===== config.mk =====
export PLATFORM = sky130hd
export DESIGN_NAME = tce_front
export DESIGN_NICKNAME = d
export VERILOG_FILES = /design/src/hw/rtl/tce_pkg.sv /design/src/hw/rtl/tce_front.sv
export SDC_FILE = /design/constraint.sdc
export NUM_CORES = 1
export LEC_CHECK = 0
export BUFFER_PORTS_ARGS = -buffer_cell sky130_fd_sc_hd__buf_2
export CORE_ASPECT_RATIO = 1.25
export CORE_MARGIN = 1.5
export CORE_UTILIZATION = 38
export CTS_BUF_LIST = sky130_fd_sc_hd__clkbuf_4 sky130_fd_sc_hd__clkbuf_8
export CTS_CLUSTER_SIZE = 14
export DETAILED_ROUTE_END_ITERATION = 8
export PLACE_DENSITY = 0.7
export SLEW_MARGIN = 30
export SYNTH_ARGS = -nofsm -noshare
export SYNTH_HDL_FRONTEND = slang
export SYNTH_SLANG_ARGS = --single-unit

===== constraint.sdc =====
create_clock -name aclk -period 3.1 [get_ports aclk]
set_clock_uncertainty 0.2 [all_clocks]
set_input_delay 0.155 -clock aclk [delete_from_list [all_inputs] [get_ports aclk]]
set_output_delay 0.155 -clock aclk [all_outputs]
set_load 0.02 [all_outputs]

===== src/hw/rtl/tce_pkg.sv =====
// tce_pkg: shared types, command codes and sizing constants for the tape
// command executor. No dependencies.
`default_nettype none

package tce_pkg;

    localparam int DEF_TAPE_CELLS  = 32768;
    localparam int DEF_STACK_DEPTH = 64;
    localparam int CODE_POSITIONS  = 65536;
    localparam int POS_W           = $clog2(CODE_POSITIONS);

    localparam logic [3:0] OP_RIGHT = 4'd0;
    localparam logic [3:0] OP_LEFT  = 4'd1;
    localparam logic [3:0] OP_INC   = 4'd2;
    localparam logic [3:0] OP_DEC   = 4'd3;
    localparam logic [3:0] OP_OUT   = 4'd4;
    localparam logic [3:0] OP_IN    = 4'd5;
    localparam logic [3:0] OP_OPEN  = 4'd6;
    localparam logic [3:0] OP_CLOSE = 4'd7;
    localparam logic [3:0] OP_END   = 4'd9;

    localparam logic [1:0] ST_OK    = 2'd0;
    localparam logic [1:0] ST_RANGE = 2'd1;
    localparam logic [1:0] ST_UNBAL = 2'd2;
    localparam logic [1:0] ST_OVER  = 2'd3;

    localparam logic [15:0] SKIP_MAX = 16'hFFFF;

    typedef enum logic [3:0] {
        CMD_NOP,
        CMD_RIGHT,
        CMD_LEFT,
        CMD_INC,
        CMD_DEC,
        CMD_OUT,
        CMD_IN,
        CMD_OPEN,
        CMD_CLOSE,
        CMD_END
    } cmd_t;

    typedef struct packed {
        logic [3:0]  operation;
        logic [15:0] position;
        logic [7:0]  input_byte;
    } in_item_t;

    typedef struct packed {
        logic        out_valid;
        logic [7:0]  out_byte;
        logic        jump;
        logic [15:0] resume_position;
        logic [1:0]  status;
    } out_item_t;

    typedef struct packed {
        cmd_t             cmd;
        logic [POS_W-1:0] position;
        logic [7:0]       data;
    } cmd_item_t;

endpackage

`default_nettype wire


===== src/hw/rtl/tce_front.sv =====
// tce_front: request intake, command decode and a two-entry queue toward
// the execute stage. Depends on tce_pkg.
`default_nettype none

module tce_front import tce_pkg::*; (
    input  wire logic      aclk,
    input  wire logic      aresetn,
    input  wire logic      s_valid,
    output logic           s_ready,
    input  wire in_item_t  s_data,
    output logic           q_valid,
    input  wire logic      q_pop,
    output cmd_item_t      q_head
);

    localparam logic [1:0] Q_FULL = 2'd2;

    function automatic cmd_t classify(input logic [3:0] op);
        cmd_t c;
        unique case (op)
            OP_RIGHT: c = CMD_RIGHT;
            OP_LEFT:  c = CMD_LEFT;
            OP_INC:   c = CMD_INC;
            OP_DEC:   c = CMD_DEC;
            OP_OUT:   c = CMD_OUT;
            OP_IN:    c = CMD_IN;
            OP_OPEN:  c = CMD_OPEN;
            OP_CLOSE: c = CMD_CLOSE;
            OP_END:   c = CMD_END;
            default:  c = CMD_NOP;
        endcase
        return c;
    endfunction

    cmd_item_t  q_mem_reg [2];
    logic       wr_ptr_reg, wr_ptr_next;
    logic       rd_ptr_reg, rd_ptr_next;
    logic [1:0] cnt_reg, cnt_next;
    logic       push, pop;
    cmd_item_t  item;

    assign s_ready = (cnt_reg != Q_FULL);
    assign q_valid = (cnt_reg != 2'd0);
    assign q_head  = q_mem_reg[rd_ptr_reg];

    assign push = s_valid && s_ready;
    assign pop  = q_pop && q_valid;

    always_comb begin
        item.cmd      = classify(s_data.operation);
        item.position = s_data.position[POS_W-1:0];
        item.data     = s_data.input_byte;
        wr_ptr_next   = push ? ~wr_ptr_reg : wr_ptr_reg;
        rd_ptr_next   = pop ? ~rd_ptr_reg : rd_ptr_reg;
        cnt_next      = cnt_reg + {1'b0, push} - {1'b0, pop};
    end

    always_ff @(posedge aclk) begin
        if (!aresetn) begin
            wr_ptr_reg <= 1'b0;
            rd_ptr_reg <= 1'b0;
            cnt_reg    <= 2'd0;
        end else begin
            wr_ptr_reg <= wr_ptr_next;
            rd_ptr_reg <= rd_ptr_next;
            cnt_reg    <= cnt_next;
        end
    end

    always_ff @(posedge aclk) begin
        if (push) begin
            q_mem_reg[wr_ptr_reg] <= item;
        end
    end

endmodule

`default_nettype wire


# [Word-level counts from Yosys, hierarchy flattened]
# Memory sizes are Yosys's and may differ from the RTL's. A register that Yosys moved wholly into a read port is not among the register bits.
# Cells that the tools add are included.
[totals] mem_count=2 register_bits=4 rom_bits=64 out_inout_bits=30 ramBits=56 wordCells=17
[mem_list] name="(name not given)" words=16 width=4 read_ports=1 rd_clocked_by_memory_dff=0 write_ports=0 line_no="tce_front.sv:20" source="unique case (op)"
[mem_list] name="q_mem_reg" words=2 width=28 read_ports=1 rd_clocked_by_memory_dff=1 write_ports=1 line_no="tce_front.sv:35" source="cmd_item_t q_mem_reg [2];"
[op_classes] muxes=4 bitwise=2 reduce_logical=3 eq_ne=1 add_sub_neg=2
[op_table] op="$mux 1" n=4
[op_table] op="$add 2x1->2" n=1
[op_table] op="$logic_and 1x1->1" n=2
[op_table] op="$ne 2x2->1 const B" n=1
[op_table] op="$not 1->1" n=2
[op_table] op="$reduce_bool 2->1" n=1
[op_table] op="$sub 2x1->2" n=1

# [Depth between registers and ports, before layout]
[depth] depth_word=4 ltp_mapped=8 mapped_depth_nobuf=8

# [Worst setup path before layout]
# No wires, ideal clock.
[synth_path] kind="register -> register" start="register cnt_reg[0]" end="memory q_mem_reg[0][0] (netlist bit), enable pin" arrival_ns=1.946 stages_incl_launch_ff=4 period_less_slack_ns=2.559 setup_slack_ns=0.541 path_buffers=0 path_cell_list="dfxtp_1 -> nand2b_1 -> nand2_1 -> nor2_1"
[synth_via] elab_chain_len=4
[synth_lines] element="start: declaration" line_no="tce_front.sv:38" source="logic [1:0] cnt_reg, cnt_next;"
[synth_lines] element="start signal: assignment" line_no="tce_front.sv:66" source="cnt_reg <= cnt_next;"
[synth_lines] element="$ne 2x2->1" line_no="tce_front.sv:42" source="assign s_ready = (cnt_reg != Q_FULL);"
[synth_lines] element="via s_ready" line_no="tce_front.sv:9" source="output logic s_ready,"
[synth_lines] element="$logic_and 1x1->1" line_no="tce_front.sv:46" source="assign push = s_valid && s_ready;"
[synth_lines] element="$mux 1" line_no="tce_front.sv:71" source="if (push) begin"
[synth_lines] element="$mux 1 (not written as such)" line_no="tce_front.sv:72" source="q_mem_reg[wr_ptr_reg] <= item;"
[synth_lines] element="end: declaration" line_no="tce_front.sv:35"
# The timed path passes the listed nets, and every way through them passes these cells.

==> summary.md <==
| Metric | Value |
|---|---|
| Fin Setup TNS | 0 ns |
| Synth area leaders | edfxtp_1, mux2_4, dfxtp_1 |
| Layout area overhead | 35.2% |
| Resized cells post-CTS | 0 |
| Initial core utilization | 39.3% |
| Max H-tree Level | 3 |
| Tot GR Track Use | a little over an eighth |
| Placer Congestion | around 0.67 |
| Crit Path Max Fanout | 28 |
| Flip-flop count of the largest register after layout | 56 |
| DP HPWL | ~2600 µm |
| Worst Tran Pin Value | 0.893 ns |
| CP Capture Type | output pin |
| Max Slew Vio Count | 0 |
| Worst vdd ir | 0.408 mV |
| Post-route DRC violation count | 0 |
| Critical Path RT | approximately 2.7 ns |
| Fill count | 518 |
| FMAX | roughly 460 MHz |
| Type of the worst min-delay path | input pin to register |
| # rows | 32 |
| First-pass GRT wire length | 6320 µm |
| Final period util | between 70% and 80% |
| Number of global-route vias before repair | roughly 1.4k |
| Pwr per Cell Area | about 770 nW/µm² |
| Post-DR vias/cell | roughly 4.3 |
| Antenna violations before repair | 0 |
| Nets | 258 |
| Sequential-to-total area share from yosys stat | roughly 73% |
| Synth cell count leaders | edfxtp_1, mux2_4, mux2_2 |
| Share of layout cells above drive strength 1 | a little under half |
| Drt initial violations | 52 |
| Post-synth ARST share | 0% |
| Cell count after synthesis | between 100 and 150 |
| Most common flop cell mapped by yosys | edfxtp_1 |
| # port buffers | 61 |
| Max Root-Sink Buffers | 2 |
| RSZ-0062 raised after global routing | no |
| Total gr overflow | 0 |
| Clock-pin slew on the worst setup and hold paths | approximately 0.060 ns |
| Post-layout min period | roughly 2.2 ns |
| Core outline area | between 6000 and 7000 µm² |
| Post-route ant nets | 0 |
| Antenna cell count | 0 |
| Die Wd | between 70 and 80 µm |
| CTS tree | yes |
| Via count | 1345 |
| DRT Pass-1 Iters | 4 |
| Yosys cell types | 20 |
| Critical path class | register to output pin |
| Synth Area per Inst | roughly 20 µm² |
| Total CTS buffers | 9 |
| Die footprint | around 6900 µm² |
| Root buf cell | clkbuf_8 |
| Area share of the largest cell type after synthesis | 68.9% |
| Final setup fails | 0 |
| Seq cells post-synth | 61 |
| Dominant cell type by area after synthesis | edfxtp_1 |
| DIE HEIGHT | 92.6 µm |
| Detailed Route WL | roughly 4100 µm |
| Clock Sinks | between 60 and 70 |
| Rel. slew slack | between 40% and 50% |
| Hold Vio Cnt, Final | 0 |
| Largest net degree at the start of global routing | 29 |
| Clock latency at the later pin of the worst-skew pair | 0.32 ns |
| Startpoint Class | register |
| Syn Nets | 160 |
| Most common cell in the synthesized netlist | edfxtp_1 |
| WP data arrival | around 1.8 ns |
| Detailed-route wire length per cell | roughly 13 µm |
| Max-cap viol count | 0 |
| Leak pwr | between 1 and 1.5 nW |
| EDFF count, synth | between 50 and 60 |
| Ys Warns | 0 |
| Total power draw | 2.55 mW |
| I/O pin cnt | 62 |
| Outcome | finished clean |
| Synth Cell Area | between 2000 and 2500 µm² |
| Final hold slack | 0.0539 ns |
placed cells by master (no fill, tap or decap), types with 3 or more instances in the layout:
cell,n
buf_2,61
edfxtp_1,56
dlygate4sd3_1,27
mux2_4,20
clkbuf_8,9
mux2_2,8
ha_1,5
dfxtp_1,4
nand2_1,3
inv_1,3
xnor2_1,3
path summary, 6_finish.rpt:
path / from / to / slack [ns] / depth (start not counted)
setup reg to reg: cnt_reg[0]$_SDFF_PN0_ / cnt_reg[1]$_SDFF_PN0_ / 1.26 / 8
setup / recovery: register / q_head[26] / 0.91 / 2
hold reg to reg: wr_ptr_reg$_SDFFE_PN0N_ / wr_ptr_reg$_SDFFE_PN0N_ / 0.31 / 2
hold / removal: s_data[26] / q_mem_reg[1][26]$_DFFE_PP_ / 0.05 / 3
stage by stage:
step	setup slack, ns	std cells	area (µm²)	util, %
6_report	0.913	311	3300	53.2
5_1_grt	0.817	311	3300	53.2
4_1_cts	0.865	311	3300	53.2
3_5_place_dp	1.22	268	2820	45.4
3_3_place_gp	1.23	268	2820	45.4
2_1_floorplan	0.541	123	2440	-
cell type report:
class	count	area [µm²]	area share (%)
multi-input cells	56	599	18.2
flip-flops and latches	61	1780	54.0
well taps	85	106	3.22
clock buffers	10	131	3.98
inverters	3	11.3	0.341
repair buffers	90	591	17.9
clock inverters	6	77.6	2.35
worst max-delay path: stages (launching register included):
cell and delay (ns):
dfxtp_2 0.90, mux2_2 0.42, buf_2 0.16
layer usage:
metal | track usage, % | up-vias | share of wire, %
li1 | - | 658 | -
met1 | 14.5 | 642 | 41
met2 | 21.4 | 40 | 54
met3 | 5.11 | 5 | 4.0
met4 | 7.27 | 0 | 1.2
met5 | 0 | - | 0
power by group:
| group | total [mW] | switching (mW) | internal, mW |
|---|---|---|---|
| Combinational | 0.678 | 0.337 | 0.341 |
| Sequential | 1.14 | 0.0981 | 1.04 |
| Clock | 0.736 | 0.283 | 0.453 |
| Total | 2.55 | 0.718 | 1.83 |
logic make-up (layout without fill, tap and decap cells):
family,after synthesis,in the layout,share of synthesized area [%]
compound gates,3,3,0.718
xor+xnor,3,3,1.08
fa+ha+maj,5,5,2.56
buf+inv,6,109,2.56
flops,61,61,73.0
mux,30,30,16.8
simple gates,15,15,3.28
repair_timing:
action	CTS	global route
hold buffers	27	0
buffers inserted	0	0
hold endpoints to repair	57	0
Note: power is estimated with default switching activity, not from simulation.
